`src/design/b64se_pkg.sv`:
```
// Shared types, constants and the symbol lookup for the base64 encoder.
// No dependencies.
package b64se_pkg;

   localparam logic [7:0] PAD_CHAR    = 8'h3D;
   localparam logic [5:0] SIX_MASK    = 6'h3F;
   localparam int         QUEUE_DEPTH = 2;
   localparam int         QPTR_W      = $clog2(QUEUE_DEPTH);
   localparam int         QCNT_W      = $clog2(QUEUE_DEPTH + 1);

   // One completed (possibly padded) group waiting for the back end.
   typedef struct packed {
      logic [23:0] group;
      logic [1:0]  pad_count;   // number of trailing '=' characters
      logic        last;        // group ends the message
   } group_entry_type;

   // Queue status seen by the front and back ends.
   typedef struct packed {
      logic full;
      logic empty;
   } queue_status_type;

   // Standard alphabet: A-Z, a-z, 0-9, '+', '/'.
   function automatic logic [7:0] symbol_char(input logic [5:0] idx);
      logic [7:0] code;
      code = 8'h2F;
      if (idx < 6'd26) begin
         code = 8'h41 + {2'b00, idx};
      end else if (idx < 6'd52) begin
         code = 8'h61 + {2'b00, idx - 6'd26};
      end else if (idx < 6'd62) begin
         code = 8'h30 + {2'b00, idx - 6'd52};
      end else if (idx == 6'd62) begin
         code = 8'h2B;
      end
      return code;
   endfunction

endpackage

```
`src/design/b64se_queue.sv`:
```
// Short flop-based queue of completed groups between front and back ends.
// Depends on b64se_pkg.
module b64se_queue (
   input  logic                      clock,
   input  logic                      reset,
   input  logic                      push,
   input  b64se_pkg::group_entry_type push_entry,
   input  logic                      pop,
   output b64se_pkg::group_entry_type head_entry,
   output b64se_pkg::queue_status_type status
);

   b64se_pkg::group_entry_type       slot_ff [b64se_pkg::QUEUE_DEPTH];
   logic [b64se_pkg::QPTR_W-1:0]     wr_ptr_ff, wr_ptr_in;
   logic [b64se_pkg::QPTR_W-1:0]     rd_ptr_ff, rd_ptr_in;
   logic [b64se_pkg::QCNT_W-1:0]     count_ff, count_in;
   logic                             do_push, do_pop;

   assign status.full  = (count_ff == b64se_pkg::QCNT_W'(b64se_pkg::QUEUE_DEPTH));
   assign status.empty = (count_ff == '0);
   assign do_push      = push && !status.full;
   assign do_pop       = pop && !status.empty;
   assign head_entry   = slot_ff[rd_ptr_ff];

   always_comb begin
      wr_ptr_in = wr_ptr_ff;
      rd_ptr_in = rd_ptr_ff;
      count_in  = count_ff;
      if (do_push) begin
         wr_ptr_in = (wr_ptr_ff == b64se_pkg::QPTR_W'(b64se_pkg::QUEUE_DEPTH - 1)) ?
                     '0 : wr_ptr_ff + 1'b1;
      end
      if (do_pop) begin
         rd_ptr_in = (rd_ptr_ff == b64se_pkg::QPTR_W'(b64se_pkg::QUEUE_DEPTH - 1)) ?
                     '0 : rd_ptr_ff + 1'b1;
      end
      if (do_push && !do_pop) begin
         count_in = count_ff + 1'b1;
      end else if (do_pop && !do_push) begin
         count_in = count_ff - 1'b1;
      end
   end

   always_ff @(posedge clock) begin
      if (reset) begin
         wr_ptr_ff <= '0;
         rd_ptr_ff <= '0;
         count_ff  <= '0;
      end else begin
         wr_ptr_ff <= wr_ptr_in;
         rd_ptr_ff <= rd_ptr_in;
         count_ff  <= count_in;
      end
   end

   always_ff @(posedge clock) begin
      if (do_push) begin
         slot_ff[wr_ptr_ff] <= push_entry;
      end
   end

endmodule

```
`src/design/b64se_front.sv`:
```
// Front end: accepts bytes, gathers them into 24-bit groups, marks padding.
// Depends on b64se_pkg.
module b64se_front (
   input  logic                       clock,
   input  logic                       reset,
   input  logic                       req_push,
   output logic                       req_full,
   input  logic [7:0]                 req_data_byte,
   input  logic                       req_is_last,
   input  b64se_pkg::queue_status_type q_status,
   output logic                       q_push,
   output b64se_pkg::group_entry_type  q_entry
);

   logic [15:0] held_bytes_ff, held_bytes_in;
   logic [1:0]  held_count_ff, held_count_in;
   logic        accept;

   assign req_full = q_status.full;
   assign accept   = req_push && !q_status.full;

   always_comb begin
      held_bytes_in     = held_bytes_ff;
      held_count_in     = held_count_ff;
      q_push            = 1'b0;
      q_entry.group     = {held_bytes_ff, req_data_byte};
      q_entry.pad_count = 2'd0;
      q_entry.last      = req_is_last;
      case (held_count_ff)
         2'd0: begin
            q_entry.group     = {req_data_byte, 16'h0000};
            q_entry.pad_count = 2'd2;
         end
         2'd1: begin
            q_entry.group     = {held_bytes_ff[7:0], req_data_byte, 8'h00};
            q_entry.pad_count = 2'd1;
         end
         default: begin
            q_entry.group     = {held_bytes_ff, req_data_byte};
            q_entry.pad_count = 2'd0;
         end
      endcase
      if (accept) begin
         if (req_is_last || held_count_ff[1]) begin
            q_push        = 1'b1;
            held_bytes_in = '0;
            held_count_in = '0;
         end else begin
            held_bytes_in = {held_bytes_ff[7:0], req_data_byte};
            held_count_in = held_count_ff + 1'b1;
         end
      end
   end

   always_ff @(posedge clock) begin
      if (reset) begin
         held_bytes_ff <= '0;
         held_count_ff <= '0;
      end else begin
         held_bytes_ff <= held_bytes_in;
         held_count_ff <= held_count_in;
      end
   end

endmodule

```
`src/design/b64se_back.sv`:
```
// Back end: walks a queued group into the output register, one symbol per cycle while that register is free or popped.
// Depends on b64se_pkg.
module b64se_back (
   input  logic                       clock,
   input  logic                       reset,
   input  b64se_pkg::group_entry_type  q_entry,
   input  b64se_pkg::queue_status_type q_status,
   output logic                       q_pop,
   output logic                       rsp_empty,
   input  logic                       rsp_pop,
   output logic [7:0]                 rsp_out_char,
   output logic                       rsp_out_last
);

   logic [1:0] pos_ff, pos_in;
   logic       rsp_valid_ff, rsp_valid_in;
   logic [7:0] rsp_char_ff, rsp_char_in;
   logic       rsp_last_ff, rsp_last_in;
   logic       load;
   logic [5:0] sym_idx;
   logic       is_pad;

   assign rsp_empty    = !rsp_valid_ff;
   assign rsp_out_char = rsp_char_ff;
   assign rsp_out_last = rsp_last_ff;

   // output slot is free this cycle or is being drained
   assign load  = !q_status.empty && (!rsp_valid_ff || rsp_pop);
   assign q_pop = load && (pos_ff == 2'd3);

   always_comb begin
      case (pos_ff)
         2'd0:    sym_idx = q_entry.group[23:18];
         2'd1:    sym_idx = q_entry.group[17:12];
         2'd2:    sym_idx = q_entry.group[11:6];
         default: sym_idx = q_entry.group[5:0] & b64se_pkg::SIX_MASK;
      endcase
      // trailing positions beyond the data become '='
      is_pad = ({1'b0, pos_ff} + {1'b0, q_entry.pad_count}) > 3'd3;

      pos_in       = pos_ff;
      rsp_valid_in = rsp_valid_ff && !rsp_pop;
      rsp_char_in  = rsp_char_ff;
      rsp_last_in  = rsp_last_ff;
      if (load) begin
         pos_in       = pos_ff + 1'b1;
         rsp_valid_in = 1'b1;
         rsp_char_in  = is_pad ? b64se_pkg::PAD_CHAR : b64se_pkg::symbol_char(sym_idx);
         rsp_last_in  = (pos_ff == 2'd3) && q_entry.last;
      end
   end

   always_ff @(posedge clock) begin
      if (reset) begin
         pos_ff       <= '0;
         rsp_valid_ff <= 1'b0;
      end else begin
         pos_ff       <= pos_in;
         rsp_valid_ff <= rsp_valid_in;
      end
   end

   always_ff @(posedge clock) begin
      rsp_char_ff <= rsp_char_in;
      rsp_last_ff <= rsp_last_in;
   end

endmodule

```
`src/design/base64_stream_encoder_core.sv`:
```
// Streaming base64 encoder. A byte is taken every cycle while the group queue
// has room; each group of up to three bytes leaves as four characters, one per
// cycle while the output is free or popped; the back end's single symbol path
// sets the sustained rate. The byte completing a group is written into a queue
// slot, and the group's first character then goes into the output register.
// Synchronous reset empties the queue, output and held bytes.
module base64_stream_encoder_core (
   input  logic       clock,
   input  logic       reset,
   input  logic       req_push,
   output logic       req_full,
   input  logic [7:0] req_data_byte,
   input  logic       req_is_last,
   output logic       rsp_empty,
   input  logic       rsp_pop,
   output logic [7:0] rsp_out_char,
   output logic       rsp_out_last
);

   b64se_pkg::group_entry_type  push_entry;
   b64se_pkg::group_entry_type  head_entry;
   b64se_pkg::queue_status_type q_status;
   logic                        q_push;
   logic                        q_pop;

   b64se_front u_front (
      .clock         (clock),
      .reset         (reset),
      .req_push      (req_push),
      .req_full      (req_full),
      .req_data_byte (req_data_byte),
      .req_is_last   (req_is_last),
      .q_status      (q_status),
      .q_push        (q_push),
      .q_entry       (push_entry)
   );

   b64se_queue u_queue (
      .clock      (clock),
      .reset      (reset),
      .push       (q_push),
      .push_entry (push_entry),
      .pop        (q_pop),
      .head_entry (head_entry),
      .status     (q_status)
   );

   b64se_back u_back (
      .clock        (clock),
      .reset        (reset),
      .q_entry      (head_entry),
      .q_status     (q_status),
      .q_pop        (q_pop),
      .rsp_empty    (rsp_empty),
      .rsp_pop      (rsp_pop),
      .rsp_out_char (rsp_out_char),
      .rsp_out_last (rsp_out_last)
   );

endmodule

```
`config.mk`:
```
export PLATFORM = sky130hd
export DESIGN_NAME = base64_stream_encoder_core
export DESIGN_NICKNAME = d
export VERILOG_FILES = /design/src/design/b64se_pkg.sv /design/src/design/b64se_queue.sv /design/src/design/b64se_front.sv /design/src/design/b64se_back.sv /design/src/design/base64_stream_encoder_core.sv
export SDC_FILE = /design/constraint.sdc
export NUM_CORES = 1
export LEC_CHECK = 0
export BUFFER_PORTS_ARGS = -buffer_cell sky130_fd_sc_hd__buf_2
export CORE_MARGIN = 2
export CORE_UTILIZATION = 57
export CTS_CLUSTER_SIZE = 24
export DETAILED_ROUTE_END_ITERATION = 7
export GPL_TIMING_DRIVEN = 0
export PLACE_DENSITY = 0.74
export SYNTH_ARGS = -nofsm -noshare
export SYNTH_HDL_FRONTEND = slang
export SYNTH_SLANG_ARGS = --single-unit
export TNS_END_PERCENT = 10
```
`constraint.sdc`:
```
create_clock -name clock -period 7.9 [get_ports clock]
set_input_delay 1.185 -clock clock [delete_from_list [all_inputs] [get_ports clock]]
set_output_delay 1.185 -clock clock [all_outputs]
set_load 0.05 [all_outputs]
```
==> results.md, run 1 <==
- CTS saw 89 sinks.
- Of the post-synthesis cell area, the dominant cell type holds 44.7%.
- The number of max-cap violations is 0.
- The cell area after technology mapping is 0.00424 mm2.
- Setup repair after global routing left no endpoint under its margin.
- After clock tree synthesis, the flow added hold-fix buffers numbering 0.
- The worst-margin pin slew is 1.25 ns.
- The synthesis warning total is 0.
- The category of the worst setup path capture point is a flop.
- The global-route wire length before repair is 13100 um.
- The post-route cell area is 0.00471 mm2.
- In the synthesized netlist, the cells that appear most often are 63 x edfxtp_1, 62 x nand2_1, 26 x dfxtp_1, 26 x nand3_1, 22 x a21oi_1.
- STA classifies the critical path startpoint as a flop.
- Summing all placed instances gives a cell area of 0.00450 mm2.
- The internal power of the cells totals 845 uW.
- Measured against its own limit, the worst slew margin works out to 16.8%.
- Detailed routing inserted a total of 2930 vias.
- The number of flops mapped to enable cells by yosys is 63.
- The count of final max-slew check failures is 0.
- The number of fill cells is 575.
- The die is 90.2 um tall.
- Counting both buffers and inverters, the worst setup path holds a total of 2.
- After synthesis the netlist holds a flip-flop and latch count of 89.
- The largest single stage delay on the critical path is 0.47 ns.
- Pin placement for this block handled 24 I/O pins.
- The flow ran to the end, and the final reports show no timing, DRC or antenna violations.
- The clock network accounts for 27.6% of the total power.
- After synthesis, the cell types taking the most area are edfxtp_1 45%, dfxtp_1 12%, ha_1 5.6%, nand2_1 5.5%, nand3_1 3.1%.
- Across the VDD grid, the largest voltage drop is 128 uV.
- Wires add up to 8090 um.
- In this run the post-CTS setup repair buffer count came out at 0.
- The largest individual stage delay along the critical path comes from the cell dfxtp_1.
- Across the whole layout, storage elements account for 0.00241 mm2.
- The share of cells above drive strength 1 is 12.7%.
- The number of global-route vias before repair is 2726.
- edfxtp_1 takes more of the synthesized area than any other cell.
- For the final database, setup skew stands at 0.0119 ns.
- The maximum clock rate is 336 MHz.
- The chip width is 90.2 um.
- The clock transition at the register clock pins on the worst setup and hold paths after CTS is 0.09 ns.
- The CTS buffer count is 9.
- The detailed placement HPWL is 5930 um.
- The count of mapped cells out of synthesis is 386.
- At the later pin of the worst-skew pair, clock insertion delay measures 0.35 ns.
- Port buffering added 22 buffers.
- For this design the total switching power over the nets is 390 uW.
- At the end of routability-driven placement, the weighted congestion stood at 0.858.
- The global route total overflow is 0.
- The dominant register cell in the synthesized netlist is edfxtp_1.
- The leading cell type by number of instances after synthesis is edfxtp_1.
- After detailed routing, the number of vias per cell comes to 5.58.
- The initial core utilization is 58.7%.
- In this run the deepest clock path goes through 2 buffers.
- The initial detailed-routing violation count is 166.
- Each instance of the synthesized netlist takes up on average 11.0 um2.
- The CTS tree is done.
- Clock tree synthesis selected as its root buffer the cell clkbuf_8.
- The leakage power figure is 1.74 nW.
- The worst hold margin is 0.456 ns.
- For this run, asynchronously set or reset flops after synthesis account for 0%.
- Walking the worst path, the cells encountered are ha_1, buf_2, nor2_1, nand3_1, nand3_2, ha_1, or3_1, buf_6, nor3_1, a211oi_1, a211o_1.
- The row count is 31.
- In this run, post-CTS repair resized a total of 0 instances.
- The post-layout minimum cycle time is 2.98 ns.
- On the critical path the largest part of the delay comes from simple AND/OR/NAND/NOR gates.
- The initial antenna violation count is 0.
- The worst endpoint data arrival time is 3.10 ns.
- Dividing the detail-routed wire length by the instance count gives 15.4 um.
- The share of power burned in registers is 45.0%.
- The total area inside the core boundary comes to 0.00721 mm2.
- Entering global routing, the biggest net connects 28 pins.
- By startpoint and endpoint, the worst setup path is classified as flop to flop.
- The area growth from synthesis to layout is 11.3%.
- In this run the worst hold path is classified as flop to flop.
- Adding up every negative setup slack in the final design gives 0 ns.
- For the worst setup path, the data required time is 8.01 ns.
- By instance count, the cell type seen most on the critical path is ha_1.
- Per report_power, the combinational group accounts for 27.3% of the total.
- The switching share of total power is 31.6%.
- Setup violations remaining at the end of the flow were counted as 0.
- The count of different cell masters after synthesis is 47.
- The synthesized netlist net count is 418.
- For this run, the total global-route usage over all layers was measured as 20.6%.
- The worst path uses 37.7% of the clock period.
- The iteration count of the initial detailed-routing pass is 5.
- The number of failing hold endpoints at the final stage is 0.
- CTS built an H-tree with a depth of 3.
- The area taken by multi-input logic gates is 0.00167 mm2.
- Cells fill 65.3% of the core in the end.
- The count of nets left with antenna violations once routing finished came out at 0.
- The number of inserted diodes is 0.
- The peak fanout along the critical path is 10.
- For this run, design rule violations remaining after detail routing come to 0.
- Sequential cells were found to cover 56.9% of the synthesized design area.
- In this run the power density over the cells is 262 mW/mm2.
- The floorplan step defined a die boundary enclosing 0.00814 mm2.
- The post-layout net count is 453.
==> layer usage <==
| metal | wire length (um) | global-route usage, % |
|---|---|---|
| met4 | 139 | 7.69 |
| met1 | 3740 | 27.0 |
| met2 | 3960 | 35.1 |
| met3 | 254 | 2.77 |
| met5 | 0 | 0 |
==> cells by family (layout without fill, tap and decap cells) <==
logic type / after synthesis / after routing / synth area share, %
xor+xnor: 17 / 17 / 3.51
simple gates: 144 / 144 / 16.0
buf+inv: 34 / 74 / 3.78
compound gates: 73 / 73 / 11.3
mux: 10 / 10 / 2.81
flops: 89 / 89 / 56.9
fa+ha+maj: 19 / 19 / 5.61
==> path summary, 6_finish.rpt <==
kind	start	to	slack (ns)	depth (start not counted)
max	u_back.pos_ff[0]	u_back.rsp_out_char[3]	4.92	11
min	u_front.held_bytes_ff[10]	u_front.held_bytes_ff[10]	0.46	2
max reg2reg	u_back.pos_ff[0]	u_back.rsp_out_char[3]	4.92	11
min reg2reg	u_front.held_bytes_ff[10]	u_front.held_bytes_ff[10]	0.46	2
==> cell type report <==
cell class	count	share of cell area, %
buffer	21	2.36
clock buffer	9	2.63
clock inverter	7	1.96
inverter	13	1.04
multi-input combinational	263	35.4
sequential	89	51.2
tap	99	2.63
timing repair buffer	24	2.81
==> state kept, by name, indices dropped and copies added, names as in the netlist, named ones only <==
register / flops
u_queue.slot_ff: 54
u_front.held_bytes_ff: 16
u_back.rsp_out_char: 8
u_back.pos_ff: 2
u_front.held_count_ff: 2
u_queue.count_ff: 2
u_back.rsp_out_last: 1
u_back.rsp_valid_ff: 1
u_queue.rd_ptr_ff: 1
u_queue.wr_ptr_ff: 1
==> through the flow <==
stage          setup slack [ns]  cells  power [mW]
2_1_floorplan              3.90    386       0.832
3_3_place_gp               2.71    507       0.895
3_5_place_dp               4.85    509       0.905
4_1_cts                    4.92    525        1.24
5_1_grt                    4.68    525        1.29
6_report                   4.92    525        1.24
==> layout by cell type, fill, tap and decap left out, types with 2 or more instances in the layout <==
cell type  synthesis  routed
edfxtp_1          63      63
nand2_1           62      62
nand3_1           26      26
dfxtp_1           26      26
buf_2              2      24
a21oi_1           22      22
ha_1              19      19
a22oi_1           17      17
nor2_1            16      16
inv_1             13      13
clkbuf_1          13      13
nand2b_1          10      10
and2_1            10      10
o21ai_0           10      10
xnor2_1            9       9
clkbuf_8           0       9
xor2_1             8       8
mux2i_1            6       6
buf_6              3       5
a222oi_1           4       4
nor3_1             5       4
or3_1              4       4
nor2b_1            3       3
o21a_1             2       2
buf_4              2       2
o21ai_1            2       2
nand3_2            2       2
mux2_2             2       2
a211oi_1           2       2
nor4_1             2       2
a21o_1             2       2
a211o_1            2       2
o211ai_1           2       2
clkinv_1           0       2
bufinv_16          0       2
==> power by group through the flow <==
stage | sequential, mW | combinational (mW) | clock, mW
3_3_place_gp | 0.567 | 0.328 | 0
6_report | 0.556 | 0.338 | 0.341
3_5_place_dp | 0.567 | 0.337 | 0
5_1_grt | 0.559 | 0.372 | 0.364
2_1_floorplan | 0.605 | 0.226 | 0
4_1_cts | 0.556 | 0.339 | 0.346
==> worst reg2reg max path: stages, from the launching register on <==
cell	delay, ns
dfxtp_1	0.47
ha_1	0.21
buf_2	0.24
nor2_1	0.15
nand3_1	0.10
nand3_2	0.20
ha_1	0.32
or3_1	0.39
buf_6	0.15
nor3_1	0.17
a211oi_1	0.08
a211o_1	0.27
(Power assumes the default switching activity.)
==> run 2: changes to the inputs <==
--- a/config.mk
+++ b/config.mk
@@ -7,11 +7,11 @@
 export LEC_CHECK = 0
 export BUFFER_PORTS_ARGS = -buffer_cell sky130_fd_sc_hd__buf_2
 export CORE_MARGIN = 2
-export CORE_UTILIZATION = 57
+export CORE_UTILIZATION = 55
 export CTS_CLUSTER_SIZE = 24
 export DETAILED_ROUTE_END_ITERATION = 7
 export GPL_TIMING_DRIVEN = 0
-export PLACE_DENSITY = 0.74
+export PLACE_DENSITY = 0.75
 export SYNTH_ARGS = -nofsm -noshare
 export SYNTH_HDL_FRONTEND = slang
 export SYNTH_SLANG_ARGS = --single-unit
==> constraint.sdc (replaced) <==
create_clock -name clock -period 2.4 [get_ports clock]
set_input_delay 0.36 -clock clock [delete_from_list [all_inputs] [get_ports clock]]
set_output_delay 0.36 -clock clock [all_outputs]
set_load 0.05 [all_outputs]
==> results.md, run 2 (same netlist as run 1, synthesis figures left out) <==
- Between clock sinks in the finished design, the worst skew comes to 0.00877 ns.
- The final reports fail on negative setup slack.
- The flow ran to the end, but the final reports show violations.
- The iteration count of the initial detailed-routing pass is 5.
- The aggregate routed wire length is 9530 um.
- The internal power of the cells totals 2.87 mW.
- The largest voltage drop on the vdd net is 346 uV.
- The die is 91.8 um wide.
- In this run the count of I/O pins placed on the die edge is 24.
- The combinational fraction of design power is 37.0%.
- At the pin with the least slew margin, the transition time is 0.724 ns.
- The largest net degree at the start of global routing is 28.
- The slowest stage of the critical path belongs to the cell nor4_2.
- Hold repair after CTS inserted 0 buffers.
- The post-layout net count is 477.
- The net load switching power is 1.52 mW.
- The die is 91.8 um tall.
- In this run, flip-flops and latches consume 41.9% of the power.
- The peak fanout along the critical path is 10.
- The wire length the detailed router placed on met1 is 4100 um.
- The category of the worst setup path capture point is a flop.
- In the routed design, unresolved DRC markers number 0.
- The H-tree was split into 3 levels.
- The first global-routing pass estimated 15000 um of wire.
- The routed length on met2 is 4680 um.
- Global routing used 23.1% of the available tracks across all layers.
- No sink is reached through more buffers than the 2 on the longest clock path.
- The row count is 32.
- The smallest clock period supported by the final layout is computed as 2.65 ns.
- The die covers 0.00842 mm2.
- The core box area is 0.00761 mm2.
- The number of failing hold endpoints at the final stage is 0.
- The post-route cell area is 0.00519 mm2.
- The routed layout has 3164 vias.
- The number of antenna-violating nets in the routed design is 0.
- Setup violations remaining at the end of the flow were counted as 8.
- The data required time of the critical path is 2.58 ns.
- The met3 wirelength from detailed routing is 483 um.
- The register name with the most flops is u_queue.slot_ff.
- The clock share of power is 21.2%.
- The share of cells above drive strength 1 is 26.7%.
- The root buffer cell chosen for the clock tree is clkbuf_8.
- The routability congestion estimate is 0.836.
- Across the run, the number of max-cap violations was 0.
- The number of inserted diodes is 0.
- The initial core utilization is 55.7%.
- The clock transition at the register clock pins on the worst setup and hold paths after CTS is 0.09 ns.
- The CTS tree is done.
- The tightest min-delay check is of the input port to flop type.
- The fraction of the cycle the final worst path needs is 110%.
- The switching share of total power is 34.6%.
- The flip-flop count of the largest register, all copies and words added is 54.
- The highest layer touched by signal routing is met4.
- The top cell types in the final layout, fill and taps aside, are 63 x edfxtp_1, 60 x nand2_1, 24 x dfxtp_1.
- Including well taps, the total number of placed cells is 510.
- The number of global-route vias before repair was 2993.
- The worst slew margin relative to its limit is 51.3%.
- For flop-to-flop paths, the worst setup slack is -0.25 ns.
- Setup repair after global routing could not meet its margin everywhere.
- After the first detailed-routing iteration, the DRC count stood at 323.
- Power spread over the standard cell area amounts to 845 mW/mm2.
- The final instance count without filler cells is 552.
- The CTS buffer count is 9.
- Once placement finished, the instance area stood at 0.00453 mm2.
- The initial antenna violation count was 0.
- The number of sinks handled by clock tree synthesis is 89.
- The clock latency at the later pin of the worst-skew pair is 0.36 ns.
- The worst path setup slack after routing is -0.251 ns.
- The startpoint kind of the worst setup timing path is a flop.
- The type of the setup path with the least slack is flop to flop.
- For this run the aggregate overflow at the end of global routing stands at 0.
- The wire length per cell is 17.3 um.
- Timing would allow up to 377 MHz.
- The kind of cell adding the most delay to the critical path is simple AND/OR/NAND/NOR gates.
- Detailed placement ended at an HPWL of 5920 um.
- Traced cell by cell, the critical path runs through buf_4, ha_4, buf_8, a22oi_1, a32oi_1, nand2_2, nor4_2, nor2_4, a21o_1, o31ai_1.
- At the worst endpoint, the arrival time is 2.83 ns.
- The maximum single-stage delay on the critical path is 0.69 ns.
- The area growth from synthesis to layout is 22.6%.
- The library cell used most frequently in the layout, excluding fill and tap cells, is edfxtp_1.
- After detailed routing, the number of vias per cell comes to 5.73.
- The count of final max-slew check failures is 0.
- The leakage power figure is 1.88 nW.
- Counting both buffers and inverters, the worst setup path holds a total of 2.
- During placement, the flow inserted port buffers numbering 22.
run 2: cell types whose count changed in the layout (fill, tap and decap cells not counted), moves of 4 or more:
cell	change
inv_4	+4
nand3_1	-4
buf_4	+19
inv_1	-4
ha_4	+8
ha_1	-10
run 2: through the flow:
stage / utilization (%) / power (mW) / setup WS [ns] / hold slack (ns) / setup TNS (ns)
global route: 68.3 / 4.60 / -0.460 / 0.198 / -2.23
global placement: 59.5 / 2.97 / -0.397 / 0.440 / -7.67
CTS: 66.9 / 4.21 / -0.164 / 0.205 / -0.667
floorplan: - / 2.76 / -0.0881 / 0.432 / -0.135
detailed placement: 59.5 / 3.00 / -0.411 / 0.446 / -9.46
finish: 68.3 / 4.39 / -0.251 / 0.214 / -1.31
run 2: per-layer routing:
metal | vias up | GRT usage (%)
li1 | 1506 | -
met1 | 1515 | 30.1
met2 | 120 | 39.4
met3 | 23 | 3.45
met4 | 0 | 8.46
met5 | - | 0
run 2: worst paths after layout:
kind                        startpoint                         to  cells after the start
min                        req_is_last      u_queue.slot_ff[1][0]                      1
max reg2reg           u_back.pos_ff[0]     u_back.rsp_out_char[5]                     10
min reg2reg  u_front.held_bytes_ff[13]  u_front.held_bytes_ff[13]                      2
max                   u_back.pos_ff[0]     u_back.rsp_out_char[5]                     10
run 2: power by group through the flow:
stage	clock (mW)	sequential (mW)	combinational (mW)
finish	0.928	1.84	1.62
global route	1.01	1.85	1.74
CTS	0.924	1.84	1.45
detailed placement	0	1.87	1.13
global placement	0	1.86	1.11
floorplan	0	1.99	0.769
run 2: area by class of cell:
class,instances,area [um2]
timing repair buffer,47,322
sequential,89,2420
clock buffer,10,128
clock inverter,6,41.3
multi-input combinational,264,1960
tap,102,128
buffer,21,140
inverter,13,56.3
fill,573,2410
run 2: timing repair:
item	4_1_cts	5_1_grt
gates cloned	2	0
setup endpoints to repair	35	62
gates resized for setup	54	12
pin swaps	25	12
buffers inserted	18	6
